[src/rtl/core/wfgd_pkg.sv]
package wfgd_pkg;

  // default sizing
  localparam int unsigned TASKS_DEF     = 4;
  localparam int unsigned RESOURCES_DEF = 3;

  // fixed field widths
  localparam int unsigned IDX_W  = 2;
  localparam int unsigned MASK_W = 3;
  localparam int unsigned LOOP_W = 2;

  // queue depths
  localparam int unsigned CMD_DEPTH = 2;
  localparam int unsigned RES_DEPTH = 2;

  // action codes on the input
  localparam logic ACT_LOAD = 1'b0;
  localparam logic ACT_EVAL = 1'b1;

  // node colors during the search
  localparam logic [1:0] COL_WHITE = 2'd0;
  localparam logic [1:0] COL_GRAY  = 2'd1;
  localparam logic [1:0] COL_BLACK = 2'd2;

  typedef enum logic [1:0] {
    OP_LOAD,
    OP_EVAL,
    OP_DROP
  } op_e;

  typedef enum logic [2:0] {
    ST_IDLE,
    ST_ROOT,
    ST_STEP,
    ST_SCAN,
    ST_CLOSE,
    ST_SAFE
  } state_e;

  typedef struct packed {
    op_e               op;
    logic [IDX_W-1:0]  idx;
    logic [MASK_W-1:0] held;
    logic [MASK_W-1:0] wanted;
  } cmd_t;

  typedef struct packed {
    logic              deadlock;
    logic [LOOP_W-1:0] loop_task;
    logic              last;
  } res_t;

endpackage

[src/rtl/core/wfgd_fifo.sv]
module wfgd_fifo #(
  parameter int unsigned DEPTH = 2,
  parameter type         T     = logic [0:0]
) (
  input  logic clk_i,
  input  logic rst_ni,
  input  logic push_i,
  input  T     data_i,
  output logic full_o,
  input  logic pop_i,
  output T     data_o,
  output logic empty_o
);

  localparam int unsigned PW = (DEPTH > 1) ? $clog2(DEPTH) : 1;
  localparam int unsigned CW = $clog2(DEPTH + 1);

  T              mem_q [DEPTH];
  logic [PW-1:0] wr_q, wr_d;
  logic [PW-1:0] rd_q, rd_d;
  logic [CW-1:0] cnt_q, cnt_d;
  logic          do_push, do_pop;

  assign full_o  = (cnt_q == CW'(DEPTH));
  assign empty_o = (cnt_q == '0);
  assign do_push = push_i && !full_o;
  assign do_pop  = pop_i && !empty_o;
  assign data_o  = mem_q[rd_q];

  always_comb begin
    wr_d = wr_q;
    rd_d = rd_q;
    if (do_push) begin
      wr_d = (wr_q == PW'(DEPTH - 1)) ? '0 : wr_q + PW'(1);
    end
    if (do_pop) begin
      rd_d = (rd_q == PW'(DEPTH - 1)) ? '0 : rd_q + PW'(1);
    end
    case ({do_push, do_pop})
      2'b10:   cnt_d = cnt_q + CW'(1);
      2'b01:   cnt_d = cnt_q - CW'(1);
      default: cnt_d = cnt_q;
    endcase
  end

  always_ff @(posedge clk_i or negedge rst_ni) begin
    if (!rst_ni) begin
      wr_q  <= '0;
      rd_q  <= '0;
      cnt_q <= '0;
    end else begin
      wr_q  <= wr_d;
      rd_q  <= rd_d;
      cnt_q <= cnt_d;
    end
  end

  always_ff @(posedge clk_i) begin
    if (do_push) begin
      mem_q[wr_q] <= data_i;
    end
  end

endmodule

[src/rtl/core/wfgd_front.sv]
module wfgd_front #(
  parameter int unsigned TASKS = wfgd_pkg::TASKS_DEF,
  parameter int unsigned DEPTH = wfgd_pkg::CMD_DEPTH
) (
  input  logic                        clk_i,
  input  logic                        rst_ni,
  input  logic                        push,
  output logic                        full,
  input  logic                        action_i,
  input  logic [wfgd_pkg::IDX_W-1:0]  task_index_i,
  input  logic [wfgd_pkg::MASK_W-1:0] held_mask_i,
  input  logic [wfgd_pkg::MASK_W-1:0] wanted_mask_i,
  output logic                        cmd_valid_o,
  output wfgd_pkg::cmd_t              cmd_o,
  input  logic                        cmd_pop_i
);

  import wfgd_pkg::*;

  cmd_t cmd_in;
  logic cmd_empty;
  logic keep;

  // classify: loads to a task that does not exist are dropped here
  always_comb begin
    cmd_in.idx    = task_index_i;
    cmd_in.held   = held_mask_i;
    cmd_in.wanted = wanted_mask_i;
    case (action_i)
      ACT_LOAD: cmd_in.op = (32'(task_index_i) < TASKS) ? OP_LOAD : OP_DROP;
      ACT_EVAL: cmd_in.op = OP_EVAL;
      default:  cmd_in.op = OP_DROP;
    endcase
  end

  assign keep        = push && (cmd_in.op != OP_DROP);
  assign cmd_valid_o = !cmd_empty;

  wfgd_fifo #(
    .DEPTH (DEPTH),
    .T     (cmd_t)
  ) u_cmd_q (
    .clk_i   (clk_i),
    .rst_ni  (rst_ni),
    .push_i  (keep),
    .data_i  (cmd_in),
    .full_o  (full),
    .pop_i   (cmd_pop_i),
    .data_o  (cmd_o),
    .empty_o (cmd_empty)
  );

endmodule

[src/rtl/core/wfgd_engine.sv]
module wfgd_engine #(
  parameter int unsigned TASKS     = wfgd_pkg::TASKS_DEF,
  parameter int unsigned RESOURCES = wfgd_pkg::RESOURCES_DEF
) (
  input  logic           clk_i,
  input  logic           rst_ni,
  input  logic           cmd_valid_i,
  input  wfgd_pkg::cmd_t cmd_i,
  output logic           cmd_pop_o,
  output logic           res_push_o,
  output wfgd_pkg::res_t res_o,
  input  logic           res_full_i
);

  import wfgd_pkg::*;

  localparam int unsigned TW = (TASKS > 1) ? $clog2(TASKS) : 1;
  localparam int unsigned DW = $clog2(TASKS + 1);

  state_e state_q, state_d;

  logic [RESOURCES-1:0] held_q   [TASKS];
  logic [RESOURCES-1:0] wanted_q [TASKS];
  logic [1:0]           color_q  [TASKS];
  logic [TW-1:0]        stack_q  [TASKS];
  logic [DW-1:0]        cursor_q [TASKS];
  logic [DW-1:0]        depth_q;
  logic [DW-1:0]        root_q;
  logic [TW-1:0]        target_q;
  logic [TW-1:0]        scan_q;
  logic                 started_q;

  logic [DW-1:0] depth_m1;
  logic [TW-1:0] top_idx, node, cur_idx, root_idx, push_idx, load_idx, scan_task;
  logic [DW-1:0] cur;
  logic          cur_end, edge_hit, root_end, depth_full, scan_hit, scan_at_top;
  logic [1:0]    cur_color, root_color;
  logic          take_load, take_eval;

  assign depth_m1    = depth_q - DW'(1);
  assign top_idx     = depth_m1[TW-1:0];
  assign node        = stack_q[top_idx];
  assign cur         = cursor_q[top_idx];
  assign cur_end     = (cur == DW'(TASKS));
  assign cur_idx     = cur[TW-1:0];
  assign edge_hit    = |(wanted_q[node] & held_q[cur_idx]);
  assign cur_color   = color_q[cur_idx];
  assign root_idx    = root_q[TW-1:0];
  assign root_end    = (root_q == DW'(TASKS));
  assign root_color  = color_q[root_idx];
  assign depth_full  = (depth_q == DW'(TASKS));
  assign push_idx    = depth_q[TW-1:0];
  assign scan_task   = stack_q[scan_q];
  assign scan_hit    = started_q || (scan_task == target_q);
  assign scan_at_top = (DW'(scan_q) == depth_m1);
  assign load_idx    = TW'(cmd_i.idx);
  assign take_load   = (state_q == ST_IDLE) && cmd_valid_i && (cmd_i.op == OP_LOAD);
  assign take_eval   = (state_q == ST_IDLE) && cmd_valid_i && (cmd_i.op == OP_EVAL);

  // next state
  always_comb begin
    state_d = state_q;
    case (state_q)
      ST_IDLE: begin
        if (take_eval) begin
          state_d = ST_ROOT;
        end
      end
      ST_ROOT: begin
        if (root_end) begin
          state_d = ST_SAFE;
        end else if (root_color == COL_WHITE) begin
          state_d = ST_STEP;
        end
      end
      ST_STEP: begin
        if (depth_q == '0) begin
          state_d = ST_ROOT;
        end else if (!cur_end && edge_hit && (cur_color == COL_GRAY)) begin
          state_d = ST_SCAN;
        end
      end
      ST_SCAN: begin
        if (scan_hit && !res_full_i && scan_at_top) begin
          state_d = ST_CLOSE;
        end
      end
      ST_CLOSE, ST_SAFE: begin
        if (!res_full_i) begin
          state_d = ST_IDLE;
        end
      end
      default: state_d = ST_IDLE;
    endcase
  end

  // outputs
  always_comb begin
    cmd_pop_o  = (state_q == ST_IDLE) && cmd_valid_i;
    res_push_o = 1'b0;
    res_o      = '0;
    case (state_q)
      ST_SCAN: begin
        res_push_o      = scan_hit && !res_full_i;
        res_o.deadlock  = 1'b1;
        res_o.loop_task = LOOP_W'(scan_task);
      end
      ST_CLOSE: begin
        res_push_o      = !res_full_i;
        res_o.deadlock  = 1'b1;
        res_o.loop_task = LOOP_W'(target_q);
        res_o.last      = 1'b1;
      end
      ST_SAFE: begin
        res_push_o = !res_full_i;
        res_o.last = 1'b1;
      end
      default: ;
    endcase
  end

  always_ff @(posedge clk_i or negedge rst_ni) begin
    if (!rst_ni) begin
      state_q   <= ST_IDLE;
      depth_q   <= '0;
      root_q    <= '0;
      started_q <= 1'b0;
      for (int i = 0; i < TASKS; i++) begin
        held_q[i]   <= '0;
        wanted_q[i] <= '0;
        color_q[i]  <= COL_WHITE;
      end
    end else begin
      state_q <= state_d;
      if (take_load) begin
        held_q[load_idx]   <= RESOURCES'(cmd_i.held);
        wanted_q[load_idx] <= RESOURCES'(cmd_i.wanted);
      end
      if (take_eval) begin
        root_q  <= '0;
        depth_q <= '0;
        for (int i = 0; i < TASKS; i++) begin
          color_q[i] <= COL_WHITE;
        end
      end
      case (state_q)
        ST_ROOT: begin
          if (!root_end) begin
            root_q <= root_q + DW'(1);
            if (root_color == COL_WHITE) begin
              color_q[root_idx] <= COL_GRAY;
              depth_q           <= DW'(1);
            end
          end
        end
        ST_STEP: begin
          if (depth_q != '0) begin
            if (cur_end) begin
              color_q[node] <= COL_BLACK;
              depth_q       <= depth_m1;
            end else if (edge_hit) begin
              if ((cur_color == COL_WHITE) && !depth_full) begin
                color_q[cur_idx] <= COL_GRAY;
                depth_q          <= depth_q + DW'(1);
              end else if (cur_color == COL_GRAY) begin
                started_q <= 1'b0;
              end
            end
          end
        end
        ST_SCAN: begin
          if (scan_hit && !res_full_i) begin
            started_q <= 1'b1;
          end
        end
        default: ;
      endcase
    end
  end

  // path stack, cursors and cycle walk
  always_ff @(posedge clk_i) begin
    case (state_q)
      ST_ROOT: begin
        if (!root_end && (root_color == COL_WHITE)) begin
          stack_q[0]  <= root_idx;
          cursor_q[0] <= '0;
        end
      end
      ST_STEP: begin
        if ((depth_q != '0) && !cur_end) begin
          cursor_q[top_idx] <= cur + DW'(1);
          if (edge_hit) begin
            if ((cur_color == COL_WHITE) && !depth_full) begin
              stack_q[push_idx]  <= cur_idx;
              cursor_q[push_idx] <= '0;
            end else if (cur_color == COL_GRAY) begin
              target_q <= cur_idx;
              scan_q   <= '0;
            end
          end
        end
      end
      ST_SCAN: begin
        if (!scan_hit || !res_full_i) begin
          scan_q <= scan_q + TW'(1);
        end
      end
      default: ;
    endcase
  end

endmodule

[src/rtl/core/wait_for_graph_deadlock_detector.sv]
// channel   handshake             payload
// -------   -------------------   ----------------------------------------------
// input     push / full           action_i, task_index_i, held_mask_i, wanted_mask_i
// result    empty / pop           deadlock_o, loop_task_o, last_o
//
// a load item is taken while the engine is idle and gives no result
// a safe evaluate item is taken, then steps through root probes, edge checks,
// retired nodes and finished trees before its verdict; a deadlock ends the search early
// with one result per path entry from the gray task up, then one for the closer
// reset clears the held and wanted rows, both queues and the engine state
// a full result queue stalls the engine; a full command queue raises full
module wait_for_graph_deadlock_detector #(
  parameter int unsigned TASKS     = wfgd_pkg::TASKS_DEF,
  parameter int unsigned RESOURCES = wfgd_pkg::RESOURCES_DEF
) (
  input  logic                        clk_i,
  input  logic                        rst_ni,
  input  logic                        push,
  output logic                        full,
  input  logic                        action_i,
  input  logic [wfgd_pkg::IDX_W-1:0]  task_index_i,
  input  logic [wfgd_pkg::MASK_W-1:0] held_mask_i,
  input  logic [wfgd_pkg::MASK_W-1:0] wanted_mask_i,
  output logic                        empty,
  input  logic                        pop,
  output logic                        deadlock_o,
  output logic [wfgd_pkg::LOOP_W-1:0] loop_task_o,
  output logic                        last_o
);

  import wfgd_pkg::*;

  // front to engine: decoded commands
  cmd_t cmd;
  logic cmd_valid;
  logic cmd_pop;

  // engine to result queue
  res_t res_in;
  res_t res_out;
  logic res_push;
  logic res_full;

  // front: classifies items, drops loads to missing tasks, buffers commands
  wfgd_front #(
    .TASKS (TASKS),
    .DEPTH (CMD_DEPTH)
  ) u_front (
    .clk_i         (clk_i),
    .rst_ni        (rst_ni),
    .push          (push),
    .full          (full),
    .action_i      (action_i),
    .task_index_i  (task_index_i),
    .held_mask_i   (held_mask_i),
    .wanted_mask_i (wanted_mask_i),
    .cmd_valid_o   (cmd_valid),
    .cmd_o         (cmd),
    .cmd_pop_i     (cmd_pop)
  );

  // back: row storage and the depth-first cycle search
  wfgd_engine #(
    .TASKS     (TASKS),
    .RESOURCES (RESOURCES)
  ) u_engine (
    .clk_i       (clk_i),
    .rst_ni      (rst_ni),
    .cmd_valid_i (cmd_valid),
    .cmd_i       (cmd),
    .cmd_pop_o   (cmd_pop),
    .res_push_o  (res_push),
    .res_o       (res_in),
    .res_full_i  (res_full)
  );

  // results wait here until popped, so the engine can run ahead
  wfgd_fifo #(
    .DEPTH (RES_DEPTH),
    .T     (res_t)
  ) u_res_q (
    .clk_i   (clk_i),
    .rst_ni  (rst_ni),
    .push_i  (res_push),
    .data_i  (res_in),
    .full_o  (res_full),
    .pop_i   (pop),
    .data_o  (res_out),
    .empty_o (empty)
  );

  assign deadlock_o  = res_out.deadlock;
  assign loop_task_o = res_out.loop_task;
  assign last_o      = res_out.last;

endmodule

[config.mk]
export PLATFORM = sky130hd
export DESIGN_NAME = wait_for_graph_deadlock_detector
export DESIGN_NICKNAME = d
export VERILOG_FILES = /design/src/rtl/core/wfgd_pkg.sv /design/src/rtl/core/wfgd_fifo.sv /design/src/rtl/core/wfgd_front.sv /design/src/rtl/core/wfgd_engine.sv /design/src/rtl/core/wait_for_graph_deadlock_detector.sv
export SDC_FILE = /design/constraint.sdc
export NUM_CORES = 1
export LEC_CHECK = 0
export BUFFER_PORTS_ARGS = -buffer_cell sky130_fd_sc_hd__buf_2
export CAP_MARGIN = 20
export CORE_ASPECT_RATIO = 1.2
export CORE_MARGIN = 1.5
export CORE_UTILIZATION = 50
export CTS_BUF_LIST = sky130_fd_sc_hd__clkbuf_4 sky130_fd_sc_hd__clkbuf_8
export DETAILED_ROUTE_END_ITERATION = 16
export GPL_TIMING_DRIVEN = 0
export PLACE_DENSITY = 0.65
export SLEW_MARGIN = 20
export SYNTH_ARGS = -nofsm -noshare
export SYNTH_HDL_FRONTEND = slang
export SYNTH_SLANG_ARGS = --single-unit
[constraint.sdc]
create_clock -name clk_i -period 4.75 [get_ports clk_i]
set_input_delay 0.475 -clock clk_i [delete_from_list [all_inputs] [get_ports clk_i]]
set_output_delay 0.475 -clock clk_i [all_outputs]
set_load 0.01 [all_outputs]
==> flow_metrics.tcl, run 1 <==
set metrics [dict create \
    place_congestion 0.899 \
    grt_max_degree 51 \
    worstHoldPathType "input port to async pin" \
    wl_um 10800 \
    io_pins 19 \
    period_needed_ns 4.26 \
    cts_htree_levels 3 \
    stdcell_area_mm2 0.00561 \
    core_area_mm2 0.0101 \
    powerDensity_mw_per_mm2 762 \
    status "completed" \
    dieArea_mm2 0.0110 \
    numCtsBuffers 9 \
    setup_viol 0 \
    antenna_found_initial 0 \
    post_cts_buffers 0 \
    clock-sinks 102 \
    wl_per_cell_um 17.8 \
    drc 0 \
    drive_gt1_frac 0.187 \
    synth.distinct_cells 64 \
    grt_usage 0.220 \
    cts_root_buf "clkbuf_8" \
    worstSetupStartpointType "register" \
    tightest_slew_ns 0.798 \
    avgViaCountPerCell 5.87 \
    dieWidth_um 96.0 \
    synthArstFlopShare 0.490 \
    vias 3569 \
    fin_tns_setup_ns 0 \
    insertedDiodeCount 0 \
    portBuffers 18 \
    ys_seq_area_frac 0.515 \
    ir_drop_v 0.000312 \
    clk_latency_ns 0.38 \
    regArea_mm2 0.00267 \
    worstPathMaxFanout 10 \
    dr.pass1.iters 5 \
    grt_pass1_vias 3735 \
    finalHoldViolCount 0 \
    required_ns 4.91 \
    fin_skew_ns 0.0125 \
    start_util 0.516 \
    rsz0062_at_grt "no" \
    p_leak_nw 2.29 \
    yosysWarnings 0 \
    syn_inst 448 \
    ys_seq_elements 102 \
    finalCritPeriodShare 0.897 \
    ant_nets 0 \
    synth-main-ff-cell "dfrtp_1" \
    dpl_cell_area_mm2 0.00544 \
    slew_violations 0 \
    clk_pin_slew_ns 0.09 \
    grt_pass1_wl_um 18000 \
    cts_tree "built" \
    ctsHoldBuffers 0 \
    synth-edff-count 38 \
    die_height_um 115 \
    gr-total-overflow 0 \
    clockBufferDepth 2 \
    worstPathArrival_ns 4.42 \
    worstSetupEndpointType "register" \
    cts_resized 0 \
    hpwl_um 8060 \
    crit_type "register to register" \
    rows 40 \
    syn-mean-instance-area_um2 11.6 \
    max_freq_ghz 0.235 \
    slew_headroom 0.468 \
    drtIter0Drc 228 \
    syn_to_final_growth_pct 8.12 \
    multi_input_area_mm2 0.00237 \
    synth_nets 476 \
    maxCapViolCount 0 \
    fin_nets 505 \
    syn-cell-area_mm2 0.00519 \
    fill_cells 891 \
]
[cells in the mapped netlist, types with 3 or more instances]
master     n  area share
nor3_1    12       0.012
a211o_1    3      0.0051
mux4_2     6       0.026
mux2_2    36       0.078
nand2_1   39       0.028
buf_6      3      0.0065
dfrtp_1   50        0.24
nand3_1   12       0.012
inv_1     12      0.0087
and3_1     7      0.0084
ha_1      15       0.036
edfxtp_1  38        0.22
nor2_1    40       0.029
xnor2_1   13       0.022
mux2i_1   27       0.052
a221oi_1   8       0.013
clkbuf_1  10      0.0072
a31oi_1    8      0.0096
o21ai_0   16       0.015
xor2_1     5      0.0084
dfxtp_1   14       0.054
a21oi_1   13       0.013
nand2b_1   6      0.0072
nor2b_1    3      0.0036
[cell families (layout without fill, tap and decap cells)]
group	after synthesis	after routing	synth area share
AO/OA/AOI/OAI	77	77	0.107
XOR/XNOR	18	18	0.0304
adder cells (fa/ha/maj)	15	15	0.0361
buffers and inverters	32	66	0.0280
flip-flops	102	102	0.515
multiplexers	70	70	0.161
AND/OR/NAND/NOR	134	134	0.123
[where the power goes]
group	switching, mW	internal [mW]
Clock	0.293	0.208
Sequential	0.208	1.28
Combinational	1.34	0.948
Total	1.84	2.44
[metal layers]
layer	up-vias	GRT usage	part of all wire
li1	1708	-	-
met1	1740	0.245	0.40
met2	90	0.385	0.53
met3	31	0.0471	0.040
met4	0	0.116	0.036
met5	-	0	0
[sequential cells by signal, indices dropped and copies added (netlist names), named ones only]
register	flops
u_front.u_cmd_q.cnt_q	2
u_engine.started_q	1
u_engine.depth_q	3
u_engine.wanted_q	12
u_engine.scan_q	2
u_engine.held_q	12
u_engine.cursor_q	12
u_front.u_cmd_q.wr_q	1
u_res_q.wr_q	1
u_res_q.mem_q	8
u_engine.target_q	2
u_engine.root_q	3
u_engine.state_q	3
u_front.u_cmd_q.mem_q	18
u_res_q.cnt_q	2
u_engine.color_q	8
u_engine.stack_q	8
u_front.u_cmd_q.rd_q	1
u_res_q.rd_q	1
[stage by stage]
stage	instances	utilization	worst slack, ns	power (mW)	hold slack [ns]
2_1_floorplan	448	-	1.35	3.20	0.179
3_3_place_gp	592	0.541	0.507	3.73	0.438
3_5_place_dp	592	0.541	0.532	3.78	0.441
4_1_cts	608	0.558	0.465	4.29	0.149
5_1_grt	608	0.558	0.287	4.59	0.161
6_report	608	0.558	0.488	4.28	0.112
[worst max-delay path, stage by stage (launching register included)]
cell and delay (ns):
dfrtp_1 0.40, buf_6 0.15, buf_2 0.23, clkinv_1 0.28, ha_1 0.48, mux4_1 0.27
clkbuf_1 0.42, mux2i_1 0.30, a32oi_2 0.19, and2_2 0.28, nor3_4 0.46, buf_6 0.22
mux2i_1 0.37
[placed cells by master, fill, tap and decap left out, types with 3 or more instances in the layout]
cell / count
nor2b_1: 3
a221oi_1: 8
clkbuf_4: 3
xnor2_1: 13
edfxtp_1: 38
clkinv_1: 3
buf_6: 3
dfxtp_1: 14
ha_1: 15
a21oi_1: 13
mux4_2: 6
nor3_1: 12
mux2_2: 36
clkbuf_8: 9
dfrtp_1: 50
nand3_1: 12
xor2_1: 5
buf_2: 19
nand2_1: 39
a31oi_1: 8
inv_1: 12
a211o_1: 3
clkbuf_1: 10
nand2b_1: 6
o21ai_0: 16
mux2i_1: 27
and3_1: 7
nor2_1: 40
[final timing paths]
check / slack, ns / startpoint / end / cells after the start
min: 0.11 / rst_ni / u_engine.state_q[1] / 1
min in group clk_i: 0.29 / wanted_mask_i[0] / u_front.u_cmd_q.mem_q[1][0] / 1
min reg2reg: 0.46 / u_engine.cursor_q[0][2] / u_engine.cursor_q[0][2] / 2
max in group asynchronous: 4.17 / rst_ni / u_engine.wanted_q[5] / 1
max reg2reg: 0.49 / u_engine.depth_q[0] / u_engine.stack_q[3][0] / 12
max: 0.49 / u_engine.depth_q[0] / u_engine.stack_q[3][0] / 12
[layout make-up]
cell class | count | area share
clock buffers | 12 | 0.0261
well taps | 126 | 0.0281
flip-flops and latches | 102 | 0.476
inverters | 15 | 0.0100
clock inverters | 4 | 0.00446
repair buffers | 18 | 0.0165
plain buffers | 17 | 0.0158
multi-input cells | 314 | 0.423
(Power assumes the default switching activity.)
==> run 2, diff against run 1 <==
--- a/config.mk
+++ b/config.mk
@@ -13,7 +13,7 @@
 export CTS_BUF_LIST = sky130_fd_sc_hd__clkbuf_4 sky130_fd_sc_hd__clkbuf_8
 export DETAILED_ROUTE_END_ITERATION = 16
 export GPL_TIMING_DRIVEN = 0
-export PLACE_DENSITY = 0.65
+export PLACE_DENSITY = 0.67
 export SLEW_MARGIN = 20
 export SYNTH_ARGS = -nofsm -noshare
 export SYNTH_HDL_FRONTEND = slang
==> run 2 against run 1 <==
Net effect:
- clock skew shrank 0.00068 ns
- sequential power is essentially flat
- non-clock buffer count is the same
- sequential share of layout area shrank 0.12 points
- global-route usage shrank 0.59 points
- worst setup slack gained 0.0026 ns
- flip-flop and latch count is the same
- worst hold slack lost 0.0041 ns
- via count grew 0.22%
- total power grew 0.52%
- core utilization grew 0.14 points
==> flow_metrics.tcl, run 2 (synthesis results as in run 1) <==
set metrics [dict create \
    drc 0 \
    r2r_cells 12 \
    p_leak_nw 2.30 \
    worstHoldPathType "input port to async pin" \
    clockBufferDepth 2 \
    cts_resized 0 \
    period_needed_ns 4.26 \
    powerDensity_mw_per_mm2 764 \
    maxCapViolCount 0 \
    clock-sinks 102 \
    fin_nets 505 \
    slew_headroom 0.475 \
    clk_pin_slew_ns 0.10 \
    post_cts_buffers 0 \
    syn_to_final_growth_pct 8.39 \
    grt_pass1_vias 3544 \
    ctsHoldBuffers 0 \
    wl_per_cell_um 17.4 \
    final_core_util 0.559 \
    reg2reg_setup_slack_ns 0.49 \
    gr-total-overflow 0 \
    place_congestion 0.847 \
    dieWidth_um 96.0 \
    status "completed" \
    vias 3577 \
    fin_tns_setup_ns 0 \
    drive_gt1_frac 0.189 \
    crit_type "register to register" \
    cts_tree "built" \
    worstSetupEndpointType "register" \
    clk_latency_ns 0.38 \
    grt_max_degree 51 \
    required_ns 4.91 \
    worstSetupStartpointType "register" \
    avgViaCountPerCell 5.88 \
    io_pins 19 \
    tightest_slew_ns 0.787 \
    fin_skew_ns 0.0119 \
    cts_root_buf "clkbuf_8" \
    rows 40 \
    ir_drop_v 0.000356 \
    largest_register_ff_count 18 \
    portBuffers 18 \
    finalCritPeriodShare 0.897 \
    finalHoldViolCount 0 \
    core_area_mm2 0.0101 \
    numCtsBuffers 9 \
    antenna_found_initial 0 \
    slew_violations 0 \
    max_flop_register "u_front.u_cmd_q.mem_q" \
    die_height_um 115 \
    worstPathArrival_ns 4.42 \
    rsz0062_at_grt "no" \
    hpwl_um 7800 \
    ant_nets 0 \
    reg2reg_to "u_engine.stack_q[2][0]" \
    insertedDiodeCount 0 \
    cts_htree_levels 3 \
    final_cell_mix "dfrtp_1 (50), nor2_1 (40), nand2_1 (39)" \
    max_freq_ghz 0.235 \
    grt_usage 0.214 \
    wl_um 10500 \
    grt_pass1_wl_um 17600 \
    drtIter0Drc 231 \
    start_util 0.516 \
    worstPathMaxFanout 10 \
    dr.pass1.iters 5 \
    r2r_start "u_engine.depth_q[0]" \
    setup_viol 0 \
    final_common_cell "dfrtp_1" \
    dieArea_mm2 0.0110 \
]
## run 2: changes by cell type in the layout (fill, tap and decap cells not counted)
cell        previous run  this run
clkinvlp_4             1         0
clkbuf_8               9        11
clkinv_1               3         2
clkinv_2               1         2
clkbuf_4               3         2
## run 2: metrics by stage
| stage | instances | instance area, µm² | total power, mW | worst slack (ns) | hold WS [ns] |
|---|---|---|---|---|---|
| after global placement | 592 | 5440 | 3.72 | 0.486 | 0.437 |
| after detailed placement | 592 | 5440 | 3.77 | 0.516 | 0.446 |
| after floorplan | 448 | 5190 | 3.20 | 1.35 | 0.179 |
| final | 608 | 5630 | 4.30 | 0.490 | 0.108 |
| after CTS | 608 | 5630 | 4.30 | 0.480 | 0.143 |
| after global routing | 608 | 5630 | 4.60 | 0.207 | 0.153 |
## run 2: power by group
group | internal (mW) | leakage [nW] | switching [mW] | total [mW]
registers | 1.28 | 1.09 | 0.202 | 1.48
logic | 0.948 | 1.11 | 1.34 | 2.29
clock network | 0.232 | 0.101 | 0.292 | 0.524
total | 2.46 | 2.30 | 1.84 | 4.30
## run 2: layout make-up
class / count / area, µm²
tap: 126 / 158
timing repair buffer: 18 / 92.6
multi-input combinational: 314 / 2370
buffer: 17 / 88.8
sequential: 102 / 2670
clock buffer: 13 / 166
inverter: 15 / 56.3
fill: 869 / 4430
clock inverter: 3 / 18.8
## run 2: layer usage
layer	vias to the layer above	track usage	wire length (µm)
met4	0	0.111	387
met1	1749	0.255	4350
met2	95	0.363	5390
li1	1705	-	-
met3	28	0.0385	421
met5	-	0	0
## run 2: how the worst max path moves through the flow
stage | start | endpoint | cells past startpoint
floorplan | u_engine.depth_q[0] | u_engine.stack_q[2][0] | 13
global placement | u_engine.depth_q[0] | u_engine.stack_q[2][0] | 12
detailed placement | u_engine.depth_q[0] | u_engine.stack_q[2][0] | 13
CTS | u_engine.depth_q[0] | u_engine.stack_q[2][0] | 13
global route | u_engine.depth_q[0] | u_engine.stack_q[3][0] | 13
finish | u_engine.depth_q[0] | u_engine.stack_q[2][0] | 12
## run 2: critical path, stage by stage, from the launching register on
cell and delay [ns]:
dfrtp_1 0.40, buf_6 0.15, buf_2 0.23, clkinv_1 0.28
ha_1 0.51, mux4_2 0.48, inv_2 0.22, mux2i_1 0.31
a32oi_2 0.14, and2_2 0.28, nor3_4 0.47, buf_6 0.22
mux2i_1 0.34
